`src/rtl/mrcl_pkg.sv`:
```
// Shared types, constants and helpers for the motor ramp and current limit block.
package mrcl_pkg;

   localparam int MS_W   = 32;
   localparam int SPD_W  = 16;
   localparam int ADC_W  = 10;
   localparam int DUTY_W = 8;
   localparam int STEP_W = 8;
   localparam int PER_W  = 16;
   localparam int LIM_W  = 16;
   localparam int GAIN_W = 8;
   localparam int MA_W   = 16;
   localparam int CNT_W  = 5;
   localparam int CSR_IDX_W  = 2;
   localparam int CSR_DATA_W = 16;
   localparam int REQ_DATA_W = 32;
   localparam int RSP_DATA_W = 48;

   // last bit index of each serial pass
   localparam logic [CNT_W-1:0] TIME_LAST = 5'd31;
   localparam logic [CNT_W-1:0] DIV_LAST  = 5'd15;
   localparam logic [CNT_W-1:0] MUL_LAST  = 5'd23;
   localparam logic [CNT_W-1:0] FOLD_LAST = 5'd15;
   localparam logic [CNT_W-1:0] RAMP_LAST = 5'd17;

   localparam logic [1:0] REQ_SET   = 2'd0;
   localparam logic [1:0] REQ_BRAKE = 2'd1;
   localparam logic [1:0] REQ_TICK  = 2'd2;

   localparam logic [CSR_IDX_W-1:0] CSR_RAMP_STEP   = 2'd0;
   localparam logic [CSR_IDX_W-1:0] CSR_RAMP_PERIOD = 2'd1;
   localparam logic [CSR_IDX_W-1:0] CSR_CUR_LIMIT   = 2'd2;
   localparam logic [CSR_IDX_W-1:0] CSR_LIMIT_GAIN  = 2'd3;

   localparam logic [STEP_W-1:0] RAMP_STEP_RST   = 8'd2;
   localparam logic [PER_W-1:0]  RAMP_PERIOD_RST = 16'd100;
   localparam logic [LIM_W-1:0]  CUR_LIMIT_RST   = 16'd10000;
   localparam logic [GAIN_W-1:0] LIMIT_GAIN_RST  = 8'd26;

   typedef enum logic [7:0] {
      ST_IDLE  = 8'b0000_0001,
      ST_TIME  = 8'b0000_0010,
      ST_DIV   = 8'b0000_0100,
      ST_MUL   = 8'b0000_1000,
      ST_FOLD  = 8'b0001_0000,
      ST_RAMP  = 8'b0010_0000,
      ST_DRIVE = 8'b0100_0000,
      ST_DONE  = 8'b1000_0000
   } state_type;

   typedef struct packed {
      state_type            state;
      logic [CNT_W-1:0]     cnt;
      logic                 last;
   } ctrl_type;

   typedef struct packed {
      logic                    set_goal;
      logic                    brake;
      logic                    tick;
      logic signed [SPD_W-1:0] target;
      logic [ADC_W-1:0]        adc;
   } cmd_type;

   typedef struct packed {
      logic signed [SPD_W-1:0] goal_speed;
      logic signed [SPD_W-1:0] present_speed;
      logic [DUTY_W-1:0]       pwm_duty;
      logic                    side_b;
      logic                    side_a;
   } rsp_type;

   // carry out of a one-bit full adder
   function automatic logic maj3(input logic x, input logic y, input logic z);
      maj3 = (x & y) | (x & z) | (y & z);
   endfunction

endpackage

```
`src/rtl/mrcl_timer.sv`:
```
// Millisecond counter with bit-serial elapsed-time compares for the check and ramp intervals.
module mrcl_timer (
   input  logic                          clock,
   input  logic                          reset,
   input  mrcl_pkg::ctrl_type            ctrl,
   input  logic [mrcl_pkg::PER_W-1:0]    ramp_period,
   input  logic                          stepped,
   output logic                          chk,
   output logic                          due
);
   import mrcl_pkg::*;

   logic [MS_W-1:0]  ms_ff, ms_in;
   logic [MS_W-1:0]  lchk_ff, lchk_in;
   logic [MS_W-1:0]  lramp_ff, lramp_in;
   logic [PER_W-1:0] per_sr_ff, per_sr_in;
   logic prev_ff, prev_in;
   logic ci_ff, ci_in;     // increment carry
   logic c1_ff, c1_in;     // ms - last check
   logic cc_ff, cc_in;     // 2*period - elapsed
   logic c2_ff, c2_in;     // ms - last ramp
   logic cr_ff, cr_in;     // period - elapsed
   logic mn, d1, d2, p1;

   always_comb begin
      ms_in     = ms_ff;
      lchk_in   = lchk_ff;
      lramp_in  = lramp_ff;
      per_sr_in = per_sr_ff;
      prev_in   = prev_ff;
      ci_in     = ci_ff;
      c1_in     = c1_ff;
      cc_in     = cc_ff;
      c2_in     = c2_ff;
      cr_in     = cr_ff;

      mn = ms_ff[0] ^ ci_ff;
      d1 = mn ^ ~lchk_ff[0] ^ c1_ff;
      d2 = mn ^ ~lramp_ff[0] ^ c2_ff;
      p1 = per_sr_ff[0];

      unique case (ctrl.state)
         ST_IDLE: begin
            per_sr_in = ramp_period;
            prev_in   = 1'b0;
            ci_in     = 1'b1;
            c1_in     = 1'b1;
            cc_in     = 1'b1;
            c2_in     = 1'b1;
            cr_in     = 1'b1;
         end
         ST_TIME: begin
            ci_in     = ms_ff[0] & ci_ff;
            c1_in     = maj3(mn, ~lchk_ff[0], c1_ff);
            c2_in     = maj3(mn, ~lramp_ff[0], c2_ff);
            // prev holds the period bit one place down, i.e. twice the period
            cc_in     = maj3(prev_ff, ~d1, cc_ff);
            cr_in     = maj3(p1, ~d2, cr_ff);
            ms_in     = {mn, ms_ff[MS_W-1:1]};
            lchk_in   = {lchk_ff[0], lchk_ff[MS_W-1:1]};
            lramp_in  = {lramp_ff[0], lramp_ff[MS_W-1:1]};
            per_sr_in = {1'b0, per_sr_ff[PER_W-1:1]};
            prev_in   = p1;
         end
         ST_DIV: begin
            if (ctrl.cnt == '0 && !cc_ff) begin
               lchk_in = ms_ff;
            end
         end
         ST_DRIVE: begin
            if (stepped) begin
               lramp_in = ms_ff;
            end
         end
         default: ;
      endcase
   end

   always_ff @(posedge clock) begin
      if (reset) begin
         ms_ff    <= '0;
         lchk_ff  <= '0;
         lramp_ff <= '0;
         prev_ff  <= 1'b0;
         ci_ff    <= 1'b1;
         c1_ff    <= 1'b1;
         cc_ff    <= 1'b1;
         c2_ff    <= 1'b1;
         cr_ff    <= 1'b1;
      end else begin
         ms_ff    <= ms_in;
         lchk_ff  <= lchk_in;
         lramp_ff <= lramp_in;
         prev_ff  <= prev_in;
         ci_ff    <= ci_in;
         c1_ff    <= c1_in;
         cc_ff    <= cc_in;
         c2_ff    <= c2_in;
         cr_ff    <= cr_in;
      end
   end

   always_ff @(posedge clock) begin
      per_sr_ff <= per_sr_in;
   end

   // no carry out of limit - elapsed means elapsed is past the limit
   assign chk = ~cc_ff;
   assign due = ~cr_ff;

endmodule

```
`src/rtl/mrcl_current.sv`:
```
// Current path: serial divide by three to mA, serial excess and shift-add foldback product.
module mrcl_current (
   input  logic                          clock,
   input  logic                          reset,
   input  mrcl_pkg::ctrl_type            ctrl,
   input  mrcl_pkg::cmd_type             cmd,
   input  logic [mrcl_pkg::LIM_W-1:0]    current_limit,
   input  logic [mrcl_pkg::GAIN_W-1:0]   limit_gain,
   input  logic                          chk,
   output logic                          red_bit
);
   import mrcl_pkg::*;

   logic [MA_W-1:0]   n_sr_ff, n_sr_in;
   logic [1:0]        rem_ff, rem_in;
   logic [MA_W-1:0]   q_sr_ff, q_sr_in;
   logic [LIM_W-1:0]  lim_sr_ff, lim_sr_in;
   logic              sc_ff, sc_in;
   logic [GAIN_W-1:0] acc_ff, acc_in;
   logic [MA_W-1:0]   red_sr_ff, red_sr_in;
   logic [MA_W-1:0]   adc_w;
   logic [2:0]        t;
   logic              q, x;
   logic [GAIN_W:0]   s;

   always_comb begin
      n_sr_in   = n_sr_ff;
      rem_in    = rem_ff;
      q_sr_in   = q_sr_ff;
      lim_sr_in = lim_sr_ff;
      sc_in     = sc_ff;
      acc_in    = acc_ff;
      red_sr_in = red_sr_ff;

      // adc * 1000 / 60 = adc * 50 / 3
      adc_w = MA_W'(cmd.adc);
      t     = {rem_ff, n_sr_ff[MA_W-1]};
      q     = t >= 3'd3;
      x     = ~ctrl.cnt[4] & (q_sr_ff[0] ^ ~lim_sr_ff[0] ^ sc_ff);
      s     = {1'b0, acc_ff} + (x ? {1'b0, limit_gain} : '0);

      if (cmd.tick) begin
         n_sr_in = (adc_w << 5) + (adc_w << 4) + (adc_w << 1);
         rem_in  = 2'd0;
      end

      unique case (ctrl.state)
         ST_DIV: begin
            rem_in    = q ? 2'(t - 3'd3) : t[1:0];
            n_sr_in   = {n_sr_ff[MA_W-2:0], 1'b0};
            q_sr_in   = {q_sr_ff[MA_W-2:0], q};
            lim_sr_in = current_limit;
            sc_in     = 1'b1;
            acc_in    = '0;
         end
         ST_MUL: begin
            // while cnt[4] is set the accumulator is flushed with zero input
            if (!ctrl.cnt[4]) begin
               sc_in = maj3(q_sr_ff[0], ~lim_sr_ff[0], sc_ff);
            end
            q_sr_in   = {1'b0, q_sr_ff[MA_W-1:1]};
            lim_sr_in = {1'b0, lim_sr_ff[LIM_W-1:1]};
            acc_in    = s[GAIN_W:1];
            red_sr_in = {s[0], red_sr_ff[MA_W-1:1]};
         end
         ST_FOLD: begin
            red_sr_in = {1'b0, red_sr_ff[MA_W-1:1]};
         end
         default: ;
      endcase
   end

   always_ff @(posedge clock) begin
      if (reset) begin
         rem_ff <= '0;
         sc_ff  <= 1'b1;
      end else begin
         rem_ff <= rem_in;
         sc_ff  <= sc_in;
      end
   end

   always_ff @(posedge clock) begin
      n_sr_ff   <= n_sr_in;
      q_sr_ff   <= q_sr_in;
      lim_sr_ff <= lim_sr_in;
      acc_ff    <= acc_in;
      red_sr_ff <= red_sr_in;
   end

   // carry set means mA >= limit; equal gives a zero product anyway
   assign red_bit = red_sr_ff[0] & sc_ff & chk;

endmodule

```
`src/rtl/mrcl_speed.sv`:
```
// Goal and present speed: serial foldback, serial ramp step and bridge drive update.
module mrcl_speed (
   input  logic                          clock,
   input  logic                          reset,
   input  mrcl_pkg::ctrl_type            ctrl,
   input  mrcl_pkg::cmd_type             cmd,
   input  logic [mrcl_pkg::STEP_W-1:0]   ramp_step,
   input  logic                          red_bit,
   input  logic                          due,
   output logic                          stepped,
   output mrcl_pkg::rsp_type             fields
);
   import mrcl_pkg::*;

   logic [SPD_W-1:0]  goal_ff, goal_in;
   logic [SPD_W-1:0]  now_ff, now_in;
   logic              side_a_ff, side_a_in;
   logic              side_b_ff, side_b_in;
   logic [DUTY_W-1:0] duty_ff, duty_in;
   logic              gneg_ff, gneg_in;
   logic              fc_ff, fc_in;
   logic              gsign_ff, gsign_in;
   logic              nsign_ff, nsign_in;
   logic [STEP_W-1:0] step_sr_ff, step_sr_in;
   logic              c1_ff, c1_in;
   logic              ce_ff, ce_in;
   logic              cf_ff, cf_in;
   logic              ca_ff, ca_in;
   logic              cb_ff, cb_in;
   logic              neq_ff, neq_in;
   logic              fz_ff, fz_in;
   logic [SPD_W-1:0]  a_sr_ff, a_sr_in;
   logic [SPD_W-1:0]  b_sr_ff, b_sr_in;
   logic              stepped_ff, stepped_in;

   logic              fold_rb, fold_r, clamp, in16;
   logic              gb, nb, sb, d, e, f, a, b, take_goal;
   logic [SPD_W-1:0]  fold_sum, mag;
   logic              near_stop;

   always_comb begin
      goal_in    = goal_ff;
      now_in     = now_ff;
      side_a_in  = side_a_ff;
      side_b_in  = side_b_ff;
      duty_in    = duty_ff;
      gneg_in    = gneg_ff;
      fc_in      = fc_ff;
      gsign_in   = gsign_ff;
      nsign_in   = nsign_ff;
      step_sr_in = step_sr_ff;
      c1_in      = c1_ff;
      ce_in      = ce_ff;
      cf_in      = cf_ff;
      ca_in      = ca_ff;
      cb_in      = cb_ff;
      neq_in     = neq_ff;
      fz_in      = fz_ff;
      a_sr_in    = a_sr_ff;
      b_sr_in    = b_sr_ff;
      stepped_in = stepped_ff;

      // foldback: goal moves toward zero by the reduction, never across it
      fold_rb  = gneg_ff ? red_bit : ~red_bit;
      fold_r   = goal_ff[0] ^ fold_rb ^ fc_ff;
      fold_sum = {fold_r, goal_ff[SPD_W-1:1]};
      clamp    = fold_r != gneg_ff;

      // ramp: delta = goal - now, e = delta - step, f = delta + step (sign-extended)
      in16 = ~ctrl.cnt[4];
      gb   = in16 ? goal_ff[0] : gsign_ff;
      nb   = in16 ? now_ff[0] : nsign_ff;
      sb   = step_sr_ff[0];
      d    = gb ^ ~nb ^ c1_ff;
      e    = d ^ ~sb ^ ce_ff;
      f    = d ^ sb ^ cf_ff;
      a    = nb ^ sb ^ ca_ff;
      b    = nb ^ ~sb ^ cb_ff;
      // on the sign cycle: d is delta's sign, e and f the signs of e and f
      take_goal = d ? (~f & fz_ff) : e;

      mag       = now_ff[SPD_W-1] ? SPD_W'(~now_ff + 1'b1) : now_ff;
      near_stop = (now_ff == '0) || (now_ff == SPD_W'(1)) || (now_ff == '1);

      if (cmd.set_goal) begin
         goal_in = cmd.target;
      end
      if (cmd.brake) begin
         side_a_in = 1'b1;
         side_b_in = 1'b1;
         duty_in   = '0;
         now_in    = '0;
         goal_in   = '0;
      end

      unique case (ctrl.state)
         ST_MUL: begin
            gneg_in = goal_ff[SPD_W-1];
            fc_in   = ~goal_ff[SPD_W-1];
         end
         ST_FOLD: begin
            fc_in   = maj3(goal_ff[0], fold_rb, fc_ff);
            goal_in = fold_sum;
            if (ctrl.last) begin
               if (clamp) begin
                  goal_in = '0;
               end
               gsign_in   = clamp ? 1'b0 : fold_r;
               nsign_in   = now_ff[SPD_W-1];
               step_sr_in = ramp_step;
               c1_in      = 1'b1;
               ce_in      = 1'b1;
               cf_in      = 1'b0;
               ca_in      = 1'b0;
               cb_in      = 1'b1;
               neq_in     = 1'b0;
               fz_in      = 1'b0;
            end
         end
         ST_RAMP: begin
            c1_in      = maj3(gb, ~nb, c1_ff);
            ce_in      = maj3(d, ~sb, ce_ff);
            cf_in      = maj3(d, sb, cf_ff);
            ca_in      = maj3(nb, sb, ca_ff);
            cb_in      = maj3(nb, ~sb, cb_ff);
            neq_in     = neq_ff | d;
            fz_in      = fz_ff | f;
            step_sr_in = {1'b0, step_sr_ff[STEP_W-1:1]};
            if (in16) begin
               goal_in = {goal_ff[0], goal_ff[SPD_W-1:1]};
               now_in  = {now_ff[0], now_ff[SPD_W-1:1]};
               a_sr_in = {a, a_sr_ff[SPD_W-1:1]};
               b_sr_in = {b, b_sr_ff[SPD_W-1:1]};
            end
            if (ctrl.last) begin
               stepped_in = due & (neq_ff | d);
               if (due & (neq_ff | d)) begin
                  now_in = take_goal ? goal_ff : (d ? b_sr_ff : a_sr_ff);
               end
            end
         end
         ST_DRIVE: begin
            if (stepped_ff) begin
               if (near_stop) begin
                  side_a_in = 1'b1;
                  side_b_in = 1'b1;
                  duty_in   = '0;
                  now_in    = '0;
                  goal_in   = '0;
               end else begin
                  side_a_in = ~now_ff[SPD_W-1];
                  side_b_in = now_ff[SPD_W-1];
                  duty_in   = (|mag[SPD_W-1:DUTY_W]) ? '1 : mag[DUTY_W-1:0];
               end
            end
         end
         default: ;
      endcase
   end

   always_ff @(posedge clock) begin
      if (reset) begin
         goal_ff    <= '0;
         now_ff     <= '0;
         side_a_ff  <= 1'b0;
         side_b_ff  <= 1'b0;
         duty_ff    <= '0;
         gneg_ff    <= 1'b0;
         fc_ff      <= 1'b0;
         gsign_ff   <= 1'b0;
         nsign_ff   <= 1'b0;
         c1_ff      <= 1'b0;
         ce_ff      <= 1'b0;
         cf_ff      <= 1'b0;
         ca_ff      <= 1'b0;
         cb_ff      <= 1'b0;
         neq_ff     <= 1'b0;
         fz_ff      <= 1'b0;
         stepped_ff <= 1'b0;
      end else begin
         goal_ff    <= goal_in;
         now_ff     <= now_in;
         side_a_ff  <= side_a_in;
         side_b_ff  <= side_b_in;
         duty_ff    <= duty_in;
         gneg_ff    <= gneg_in;
         fc_ff      <= fc_in;
         gsign_ff   <= gsign_in;
         nsign_ff   <= nsign_in;
         c1_ff      <= c1_in;
         ce_ff      <= ce_in;
         cf_ff      <= cf_in;
         ca_ff      <= ca_in;
         cb_ff      <= cb_in;
         neq_ff     <= neq_in;
         fz_ff      <= fz_in;
         stepped_ff <= stepped_in;
      end
   end

   always_ff @(posedge clock) begin
      step_sr_ff <= step_sr_in;
      a_sr_ff    <= a_sr_in;
      b_sr_ff    <= b_sr_in;
   end

   assign stepped              = stepped_ff;
   assign fields.side_a        = side_a_ff;
   assign fields.side_b        = side_b_ff;
   assign fields.pwm_duty      = duty_ff;
   assign fields.present_speed = now_ff;
   assign fields.goal_speed    = goal_ff;

endmodule

```
`src/rtl/motor_ramp_current_limit.sv`:
```
// Top level: request sequencer, configuration registers and result register.
// Motor speed ramp with over-current foldback. Each request item gives one result item
// showing the bridge state after it. Set-target, brake and unused-code items take effect at
// once; they go straight to the done state, which loads their result into the output
// register. A tick item goes through a bit-serial datapath: the millisecond counter and
// elapsed-time compares, the divide-by-three that turns the ADC sample into mA, the
// excess-times-gain product, the goal foldback, the ramp step and the drive update, then
// the done state, which loads the result once the output register is free. One item is in
// work at a time; the next is taken the cycle after the previous result is loaded into the
// output register, which holds it until it is accepted. Configuration writes are accepted
// outside reset and should be made only while no item is in work.
module motor_ramp_current_limit (
   input  logic                               clock,
   input  logic                               reset,
   input  logic                               req_tvalid,
   output logic                               req_tready,
   input  logic [mrcl_pkg::REQ_DATA_W-1:0]    req_tdata,  // target_speed, adc_sample
   input  logic [1:0]                         req_tuser,  // req_type
   output logic                               rsp_tvalid,
   input  logic                               rsp_tready,
   // side_a, side_b, pwm_duty, present_speed, goal_speed
   output logic [mrcl_pkg::RSP_DATA_W-1:0]    rsp_tdata,
   input  logic                               csr_valid,
   output logic                               csr_ready,
   input  logic [mrcl_pkg::CSR_IDX_W-1:0]     csr_index,
   input  logic [mrcl_pkg::CSR_DATA_W-1:0]    csr_data
);
   import mrcl_pkg::*;

   state_type        state_ff, state_in;
   logic [CNT_W-1:0] cnt_ff, cnt_in;
   logic             rsp_valid_ff, rsp_valid_in;
   logic [RSP_DATA_W-1:0] rsp_data_ff, rsp_data_in;

   logic [STEP_W-1:0] ramp_step_ff, ramp_step_in;
   logic [PER_W-1:0]  ramp_period_ff, ramp_period_in;
   logic [LIM_W-1:0]  cur_limit_ff, cur_limit_in;
   logic [GAIN_W-1:0] limit_gain_ff, limit_gain_in;

   ctrl_type ctrl;
   cmd_type  cmd;
   rsp_type  fields;
   logic     accept, last, load_rsp;
   logic     chk, due, red_bit, stepped;

   assign req_tready = (state_ff == ST_IDLE) & ~reset;
   assign accept     = req_tvalid & req_tready;
   assign csr_ready  = ~reset;

   always_comb begin
      unique case (state_ff)
         ST_TIME: last = cnt_ff == TIME_LAST;
         ST_DIV:  last = cnt_ff == DIV_LAST;
         ST_MUL:  last = cnt_ff == MUL_LAST;
         ST_FOLD: last = cnt_ff == FOLD_LAST;
         ST_RAMP: last = cnt_ff == RAMP_LAST;
         default: last = 1'b1;
      endcase
   end

   always_comb begin
      cmd.set_goal = accept && req_tuser == REQ_SET;
      cmd.brake    = accept && req_tuser == REQ_BRAKE;
      cmd.tick     = accept && req_tuser == REQ_TICK;
      cmd.target   = req_tdata[SPD_W-1:0];
      cmd.adc      = req_tdata[SPD_W+ADC_W-1:SPD_W];
      ctrl.state   = state_ff;
      ctrl.cnt     = cnt_ff;
      ctrl.last    = last;
   end

   always_comb begin
      state_in = state_ff;
      cnt_in   = cnt_ff + 1'b1;
      load_rsp = 1'b0;
      unique case (state_ff)
         ST_IDLE: begin
            cnt_in = '0;
            if (accept) begin
               state_in = cmd.tick ? ST_TIME : ST_DONE;
            end
         end
         ST_TIME:  if (last) state_in = ST_DIV;
         ST_DIV:   if (last) state_in = ST_MUL;
         ST_MUL:   if (last) state_in = ST_FOLD;
         ST_FOLD:  if (last) state_in = ST_RAMP;
         ST_RAMP:  if (last) state_in = ST_DRIVE;
         ST_DRIVE: state_in = ST_DONE;
         ST_DONE: begin
            if (!rsp_valid_ff || rsp_tready) begin
               load_rsp = 1'b1;
               state_in = ST_IDLE;
            end
         end
         default: state_in = ST_IDLE;
      endcase
      if (last) begin
         cnt_in = '0;
      end
   end

   always_comb begin
      rsp_valid_in = rsp_valid_ff & ~rsp_tready;
      rsp_data_in  = rsp_data_ff;
      if (load_rsp) begin
         rsp_valid_in = 1'b1;
         rsp_data_in  = RSP_DATA_W'(fields);
      end
   end

   always_comb begin
      ramp_step_in   = ramp_step_ff;
      ramp_period_in = ramp_period_ff;
      cur_limit_in   = cur_limit_ff;
      limit_gain_in  = limit_gain_ff;
      if (csr_valid && csr_ready) begin
         unique case (csr_index)
            CSR_RAMP_STEP:   ramp_step_in   = csr_data[STEP_W-1:0];
            CSR_RAMP_PERIOD: ramp_period_in = csr_data[PER_W-1:0];
            CSR_CUR_LIMIT:   cur_limit_in   = csr_data[LIM_W-1:0];
            CSR_LIMIT_GAIN:  limit_gain_in  = csr_data[GAIN_W-1:0];
         endcase
      end
   end

   always_ff @(posedge clock) begin
      if (reset) begin
         state_ff       <= ST_IDLE;
         cnt_ff         <= '0;
         rsp_valid_ff   <= 1'b0;
         ramp_step_ff   <= RAMP_STEP_RST;
         ramp_period_ff <= RAMP_PERIOD_RST;
         cur_limit_ff   <= CUR_LIMIT_RST;
         limit_gain_ff  <= LIMIT_GAIN_RST;
      end else begin
         state_ff       <= state_in;
         cnt_ff         <= cnt_in;
         rsp_valid_ff   <= rsp_valid_in;
         ramp_step_ff   <= ramp_step_in;
         ramp_period_ff <= ramp_period_in;
         cur_limit_ff   <= cur_limit_in;
         limit_gain_ff  <= limit_gain_in;
      end
   end

   always_ff @(posedge clock) begin
      rsp_data_ff <= rsp_data_in;
   end

   assign rsp_tvalid = rsp_valid_ff;
   assign rsp_tdata  = rsp_data_ff;

   mrcl_timer u_timer (
      .clock       (clock),
      .reset       (reset),
      .ctrl        (ctrl),
      .ramp_period (ramp_period_ff),
      .stepped     (stepped),
      .chk         (chk),
      .due         (due)
   );

   mrcl_current u_current (
      .clock         (clock),
      .reset         (reset),
      .ctrl          (ctrl),
      .cmd           (cmd),
      .current_limit (cur_limit_ff),
      .limit_gain    (limit_gain_ff),
      .chk           (chk),
      .red_bit       (red_bit)
   );

   mrcl_speed u_speed (
      .clock     (clock),
      .reset     (reset),
      .ctrl      (ctrl),
      .cmd       (cmd),
      .ramp_step (ramp_step_ff),
      .red_bit   (red_bit),
      .due       (due),
      .stepped   (stepped),
      .fields    (fields)
   );

endmodule
```
`config.mk`:
```
export PLATFORM = sky130hd
export DESIGN_NAME = motor_ramp_current_limit
export DESIGN_NICKNAME = d
export VERILOG_FILES = /design/src/rtl/mrcl_pkg.sv /design/src/rtl/mrcl_timer.sv /design/src/rtl/mrcl_current.sv /design/src/rtl/mrcl_speed.sv /design/src/rtl/motor_ramp_current_limit.sv
export SDC_FILE = /design/constraint.sdc
export NUM_CORES = 1
export LEC_CHECK = 0
export BUFFER_PORTS_ARGS = -buffer_cell sky130_fd_sc_hd__clkbuf_2
export CAP_MARGIN = 0
export CORE_MARGIN = 2
export CORE_UTILIZATION = 35
export CTS_CLUSTER_DIAMETER = 150
export DETAILED_ROUTE_END_ITERATION = 8
export GPL_TIMING_DRIVEN = 0
export PLACE_DENSITY = 0.65
export SLEW_MARGIN = 5
export SYNTH_ARGS = -nofsm -noshare
export SYNTH_HDL_FRONTEND = slang
export SYNTH_SLANG_ARGS = --single-unit
```
`constraint.sdc`:
```
create_clock -name clock -period 3.7 [get_ports clock]
set_input_delay 0.74 -clock clock [delete_from_list [all_inputs] [get_ports clock]]
set_output_delay 0.74 -clock clock [all_outputs]
set_load 0.1 [all_outputs]
```
; ---- Yosys cells after proc, flatten, opt, wreduce, memory -nomap -nowiden
; Index checks and enable logic that the tools add are counted.
[totals]
latchBits = 0
output_inout_bits = 51
elab_cells = 305
mem_count = 0
mem_bits_ro = 0
regBits = 391
ramBits = 0
[classes]
shift = 0
mux = 84
order_cmp = 1
eq_ne = 30
multipliers = 0
bitwise = 102
n_addsub = 6
reduce_logical = 36
div_mod_pow = 0
[ops]
columns = operator, count
row1 = 16-bit two-way mux, 18
row2 = 16-bit one-hot mux with 2 select lines, 5
row3 = 32-bit one-hot mux with 2 select lines, 2
row4 = 8-bit two-way mux, 15
row5 = 32-bit two-way mux, 2
row6 = 8-bit one-hot mux with 8 select lines, 1
row7 = 16-bit one-hot mux with 3 select lines, 1
row8 = 1-bit AND, 42
row9 = 8-bit one-hot mux with 2 select lines, 2
row10 = 1-bit one-hot mux with 2 select lines, 15
row11 = 1-bit OR, 24
row12 = 2-bit AND reduction, 11
row13 = 1-bit two-way mux, 19
row14 = 1-bit XOR, 19
row15 = "2-bit inequality test, second input constant", 9
row16 = 15-bit by 14-bit adder with 16-bit output, 1
row17 = "16-bit by 1-bit adder with 16-bit output, second input constant", 1
row18 = 16-bit by 11-bit adder with 16-bit output, 1
row19 = "16-bit by 1-bit equality test with 1-bit output, second input constant", 1
row20 = "16-bit equality test, second input constant", 1
row21 = 16-bit logical NOT, 1
row22 = 1-bit NOT, 16
row23 = 16-bit NOT, 1
row24 = "5-bit equality test, second input constant", 3
row25 = 29 further kinds, 48

; ---- Logic depth before layout (Yosys ltp)
[logic_depth]
word_depth = 13
ltp_mapped = 14

; ---- Hierarchy
; Synthesis repeated with hierarchy kept, for this count alone.
[hier_totals]
cells_unflattened = 1713
hier_area_um2 = 17693.2
[by_module_without_submodules]
columns = module, n_inst, cells_each, area_per_inst_um2, seq_area_each_um2
row1 = mrcl_timer, 1, 515, 4974.8, 2522.4
row2 = mrcl_speed, 1, 516, 4829.6, 2282.2
row3 = mrcl_current, 1, 308, 4020.1, 2192.1
row4 = motor_ramp_current_limit, 1, 374, 3868.7, 2502.4

; ---- Least setup slack after synthesis
; No wires, ideal clock.
[synth_path]
kind = reg-to-reg
start = register state_ff[1]
end = register u_speed.goal_ff[10]
t_required_ns = 3.626
path_buffers = 2
stages_incl_launch_ff = 10
arrival_time_ns = 3.627
setup_slack_ns = -0.002
setup_time_ns = 0.074
path_cell_list = dfxtp_1 -> nor4_4 -> nand3_1 -> or2_2 -> clkbuf_1 -> nor2_1 -> o221a_2 -> clkbuf_1 -> nand2_1 -> o21ai_0
[synth_between]
elab_chain_cells = 9
word_cells_on_any_way = 20
[synth_lines]
columns = element, line_no
row1 = start: declaration, motor_ramp_current_limit.sv:30  ; state_type state_ff, state_in;
row2 = start signal: assignment, motor_ramp_current_limit.sv:136  ; state_ff <= state_in;
row3 = 8-bit by 1-bit equality test with 1-bit output, motor_ramp_current_limit.sv:46  ; assign req_tready = (state_ff == ST_IDLE) & ~reset;
row4 = 1-bit AND, motor_ramp_current_limit.sv:46
row5 = 1-bit AND, motor_ramp_current_limit.sv:47  ; assign accept = req_tvalid & req_tready;
row6 = 1-bit logical AND, motor_ramp_current_limit.sv:62  ; cmd.set_goal = accept && req_tuser == REQ_SET;
row7 = 16-bit two-way mux, mrcl_speed.sv:85  ; if (cmd.set_goal) begin
row8 = 16-bit two-way mux, mrcl_speed.sv:88  ; if (cmd.brake) begin
row9 = 16-bit two-way mux, mrcl_speed.sv:144  ; if (near_stop) begin
row10 = 16-bit two-way mux, mrcl_speed.sv:143  ; if (stepped_ff) begin
row11 = 16-bit one-hot mux with 3 select lines *, mrcl_speed.sv:96  ; unique case (ctrl.state)
row12 = end signal: assignment, mrcl_speed.sv:181  ; goal_ff <= goal_in;
row13 = end: declaration, mrcl_speed.sv:15  ; logic [SPD_W-1:0] goal_ff, goal_in;
; Every way passes the cells marked *; elsewhere a longest branch is shown, timed or not.
; A chain may end at the register's enable or synchronous reset.

; ---- Worst setup path in the final report
[layout_path]
start = register cnt_ff[4]
end = register u_speed.now_ff[9]
[layout_between]
elab_chain_cells = 13
word_cells_on_any_way = 25
[layout_lines]
columns = element, line_no
row1 = start: declaration, motor_ramp_current_limit.sv:31  ; logic [CNT_W-1:0] cnt_ff, cnt_in;
row2 = start signal: assignment, motor_ramp_current_limit.sv:137  ; cnt_ff <= cnt_in;
row3 = 1-bit two-way mux, mrcl_speed.sv:72  ; nb = in16 ? now_ff[0] : nsign_ff;
row4 = 1-bit NOT, mrcl_speed.sv:74  ; d = gb ^ ~nb ^ c1_ff;
row5 = 1-bit XOR (2 in series), mrcl_speed.sv:74
row6 = 1-bit XOR (2 in series), mrcl_speed.sv:76  ; f = d ^ sb ^ cf_ff;
row7 = 1-bit NOT, mrcl_speed.sv:80  ; take_goal = d ? (~f & fz_ff) : e;
row8 = 1-bit AND, mrcl_speed.sv:80
row9 = 1-bit two-way mux, mrcl_speed.sv:80
row10 = 16-bit two-way mux, mrcl_speed.sv:138  ; now_in = take_goal ? goal_ff : (d ? b_sr_ff : a_sr_ff);
row11 = 16-bit two-way mux, mrcl_speed.sv:137  ; if (due & (neq_ff | d)) begin
row12 = 16-bit two-way mux *, mrcl_speed.sv:135  ; if (ctrl.last) begin
row13 = 16-bit one-hot mux with 2 select lines *, mrcl_speed.sv:96
row14 = end signal: assignment, mrcl_speed.sv:182  ; now_ff <= now_in;
row15 = end: declaration, mrcl_speed.sv:16  ; logic [SPD_W-1:0] now_ff, now_in;
; Marks and branches as above.

==> summary.md <==
| Metric | Value |
|---|---|
| Pint | `7.50 mW` |
| #FFs+latches synth | `390` |
| Worst r2r path cells | `8` |
| I/O Pins | `108` |
| Switching share of power | `22.7%` |
| Setup TNS | `0 ns` |
| Initial antenna violation count | `2` |
| Maxcap violations | `0` |
| Area Growth Syn to Fin | `16.7%` |
| Syn_area_per_cell | `9.99 um2` |
| Die Ht | `223 um` |
| Max Freq | `0.281 GHz` |
| Port Buffers | `94` |
| Clk Latency, worst-skew pair | `0.54 ns` |
| Via-per-instance ratio | `5.18` |
| Pwr Density | `493 nW/um2` |
| Setup bufs post-CTS | `0` |
| Slew Viols, Final | `0` |
| Clk sinks | `390` |
| Layout cells sized above 1 | `12.7%` |
| DRT antenna net count | `0` |
| Final Cycle Share | `96.3%` |
| Worst IR Drop VDD | `0.000311 V` |
| P_sw | `2.20 mW` |
| R2r startpoint | `cnt_ff[4]` |
| Hold Path Depth | `0` |
| Max clock buf depth | `3` |
| Critical path startpoint | `cnt_ff[4]` |
| Commonest non-fill, non-tap cell in the layout | `nand2_1` |
| Min-delay src | `u_current.red_sr_ff[10]` |
| Vias in the first global route | `12300` |
| Post-CTS sizing | `7` |
| Data arrival time of the critical path | `3.99 ns` |
| CP Capture Type | `flop` |
| Rel. slew slack | `24.0%` |
| Clock network power share | `45.5%` |
| Minimum clock period | `3.56 ns` |
| GRT Resource Usage Total | `15.8%` |
| Slowest CP cell | `clkbuf_1` |
| CP Class | `flop to flop` |
| Fin Hold WS | `0.426 ns` |
| FF-to-FF End | `u_speed.now_ff[9]` |
| Die ar. | `49900 um2` |
| CTS Root Cell | `clkbuf_16` |
| Pleak | `7.09 nW` |
| Via count | `12800` |
| Final setup viols | `0` |
| NumNets Final | `1934` |
| CP startpoint kind | `flop` |
| RD Place Congestion | `0.843` |
| Inserted Clock Buffers | `41` |
| Synthesis Warnings | `0` |
| Die width | `223 um` |
| Synthesized instance count | `1686` |
| Clock tree from TritonCTS | `built` |
| Fin. Hold Viols | `0` |
| Maximum number of pins on one net before global-route repair | `37` |
| Area of the core | `47600 um2` |
| Gr ovfl total | `0` |
| Synth async-reset ratio | `0%` |
| Hpwl dp | `28300 um` |
| Largest delay share family, worst path | `buffers and inverters` |
| Critical-path cell list | `buf_2, mux2_2, fa_1, clkbuf_2, clkbuf_1, mux2i_1, a211oi_2, a221o_1` |
| Slew @ Worst Pin | `1.14 ns` |
| Row cnt | `80` |
| Hold Crit Class | `flop to flop` |
| # fillers | `4633` |
| Clk_skew | `0.0108 ns` |
| Hold endpoint | `u_current.red_sr_ff[9]` |
| Internal reg-to-reg setup slack | `0.14 ns` |
| Most frequent cells in the layout | `nand2_1 (416), dfxtp_1 (221), edfxtp_1 (169), nor2_1 (144), clkbuf_1 (109)` |
| Reg power frac | `47.5%` |
| DRT Pass-1 Iters | `6` |
| Total power | `9.70 mW` |
| Comb pwr share | `6.9%` |
| Status | `completed` |
| Global-route wire length before repair | `64300 um` |
| Initial Util | `35.4%` |
| H-Tree Depth | `2` |
| Final wirelength | `39500 um` |
| Drt initial violations | `1049` |
| Syn Std Cell Area | `16800 um2` |
| Req. time, crit path | `4.13 ns` |
| Maximum fanout along the worst path | `10` |
| Wirelength per Cell | `16.0 um` |
| RSZ-0062 raised after global routing | `no` |
| Buffers & Inverters on Critical Path | `3` |
| Unique masters post-synth | `66` |
| Post-CTS Hold Buffers | `0` |
| Sequential area share after synthesis | `56.4%` |
| Post-synth top flop | `dfxtp_1` |
| Slowest stage delay, CP | `0.61 ns` |
| Post-synth EDFFs | `169` |
| CTS clk-pin slew, worst paths | `0.06 ns` |
| Residual DRC | `0` |
==> cells in the mapped netlist, types with 27 or more instances <==
| cell type | instances | area, um2 |
|---|---|---|
| mux2_2 | 31 | 349 |
| nand2_1 | 417 | 1570 |
| inv_1 | 32 | 120 |
| nor3_1 | 28 | 140 |
| a311oi_1 | 66 | 578 |
| mux2i_1 | 27 | 270 |
| o21ai_0 | 35 | 175 |
| nor2_1 | 145 | 544 |
| nand3_1 | 27 | 135 |
| clkbuf_1 | 102 | 383 |
| ha_1 | 30 | 375 |
| dfxtp_1 | 221 | 4420 |
| edfxtp_1 | 169 | 5070 |
| a21oi_1 | 109 | 546 |
==> logic make-up (layout without fill, tap and decap cells) <==
kind of cell	after synthesis	in the layout	share of synthesized area [%]
muxes	58	58	3.68
other	1	7	0.0223
buffers and inverters	151	323	3.58
and+or+nand+nor	712	712	18.2
DFF	390	390	56.4
AOI/OAI and AO/OA	306	306	12.8
xor gates and xnor gates	19	19	0.988
adders and majority gates	49	49	4.37
==> worst max-delay path by stage <==
stage                              end  slack [ns]  cells past startpoint
floorplan           u_speed.now_ff[10]        0.31                      9
global placement         rsp_tdata[30]       -0.65                      4
detailed placement   u_speed.now_ff[9]       -0.53                      9
CTS                  u_speed.now_ff[9]        0.12                      8
global route         u_speed.now_ff[9]       0.001                      8
finish               u_speed.now_ff[9]        0.14                      8
==> cell type report <==
| cell class | count | area (um2) | share of cell area, % |
|---|---|---|---|
| Sequential cell | 390 | 9500 | 48.3 |
| Buffer | 117 | 483 | 2.46 |
| Clock inverter | 11 | 213 | 1.08 |
| Antenna cell | 1 | 2.50 | 0.0127 |
| Tap cell | 615 | 769 | 3.91 |
| Clock buffer | 65 | 1250 | 6.38 |
| Multi-Input combinational cell | 1150 | 6800 | 34.6 |
| Inverter | 33 | 124 | 0.630 |
| Timing Repair Buffer | 97 | 524 | 2.67 |
==> worst register-to-register path, stage by stage (launching register included) <==
cell and delay (ns):
dfxtp_1 0.41, buf_2 0.34, mux2_2 0.40, fa_1 0.59, clkbuf_2 0.35, clkbuf_1 0.61
mux2i_1 0.34, a211oi_2 0.12, a221o_1 0.28
==> registers in the layout, indices dropped and copies added, names as in the netlist, 32 cells and up <==
signal / cells
u_timer.lramp_ff: 32
rsp_tdata: 42
u_timer.lchk_ff: 32
u_timer.ms_ff: 32
==> power groups by stage <==
stage	clock [mW]	sequential (mW)	combinational, mW
2_1_floorplan	0	4.82	0.356
3_3_place_gp	0	4.71	0.637
4_1_cts	4.51	4.61	0.669
3_5_place_dp	0	4.70	0.667
6_report	4.42	4.61	0.673
5_1_grt	4.69	4.62	0.732
==> per-layer routing <==
metal  vias up  routed length (um)  track usage [%]  part of all wire (%)
met5         -                   0                0                     0
met4         0                 767             4.80                   1.9
met3        57                2780             2.90                   7.0
met1      6141               18200             21.7                    46
met2       417               17800             25.2                    45
li1       6234                   -                -                     -
==> stage by stage <==
| stage | instances | area [um2] | setup slack, ns | util, % |
|---|---|---|---|---|
| 2_1_floorplan | 1691 | 16900 | 0.309 | - |
| 3_3_place_gp | 2400 | 18100 | -0.650 | 38.0 |
| 3_5_place_dp | 2403 | 18200 | -0.529 | 38.2 |
| 4_1_cts | 2478 | 19700 | 0.122 | 41.3 |
| 5_1_grt | 2478 | 19700 | 0.00111 | 41.3 |
| 6_report | 2479 | 19700 | 0.136 | 41.3 |
Note: power is estimated with default switching activity, not from simulation.
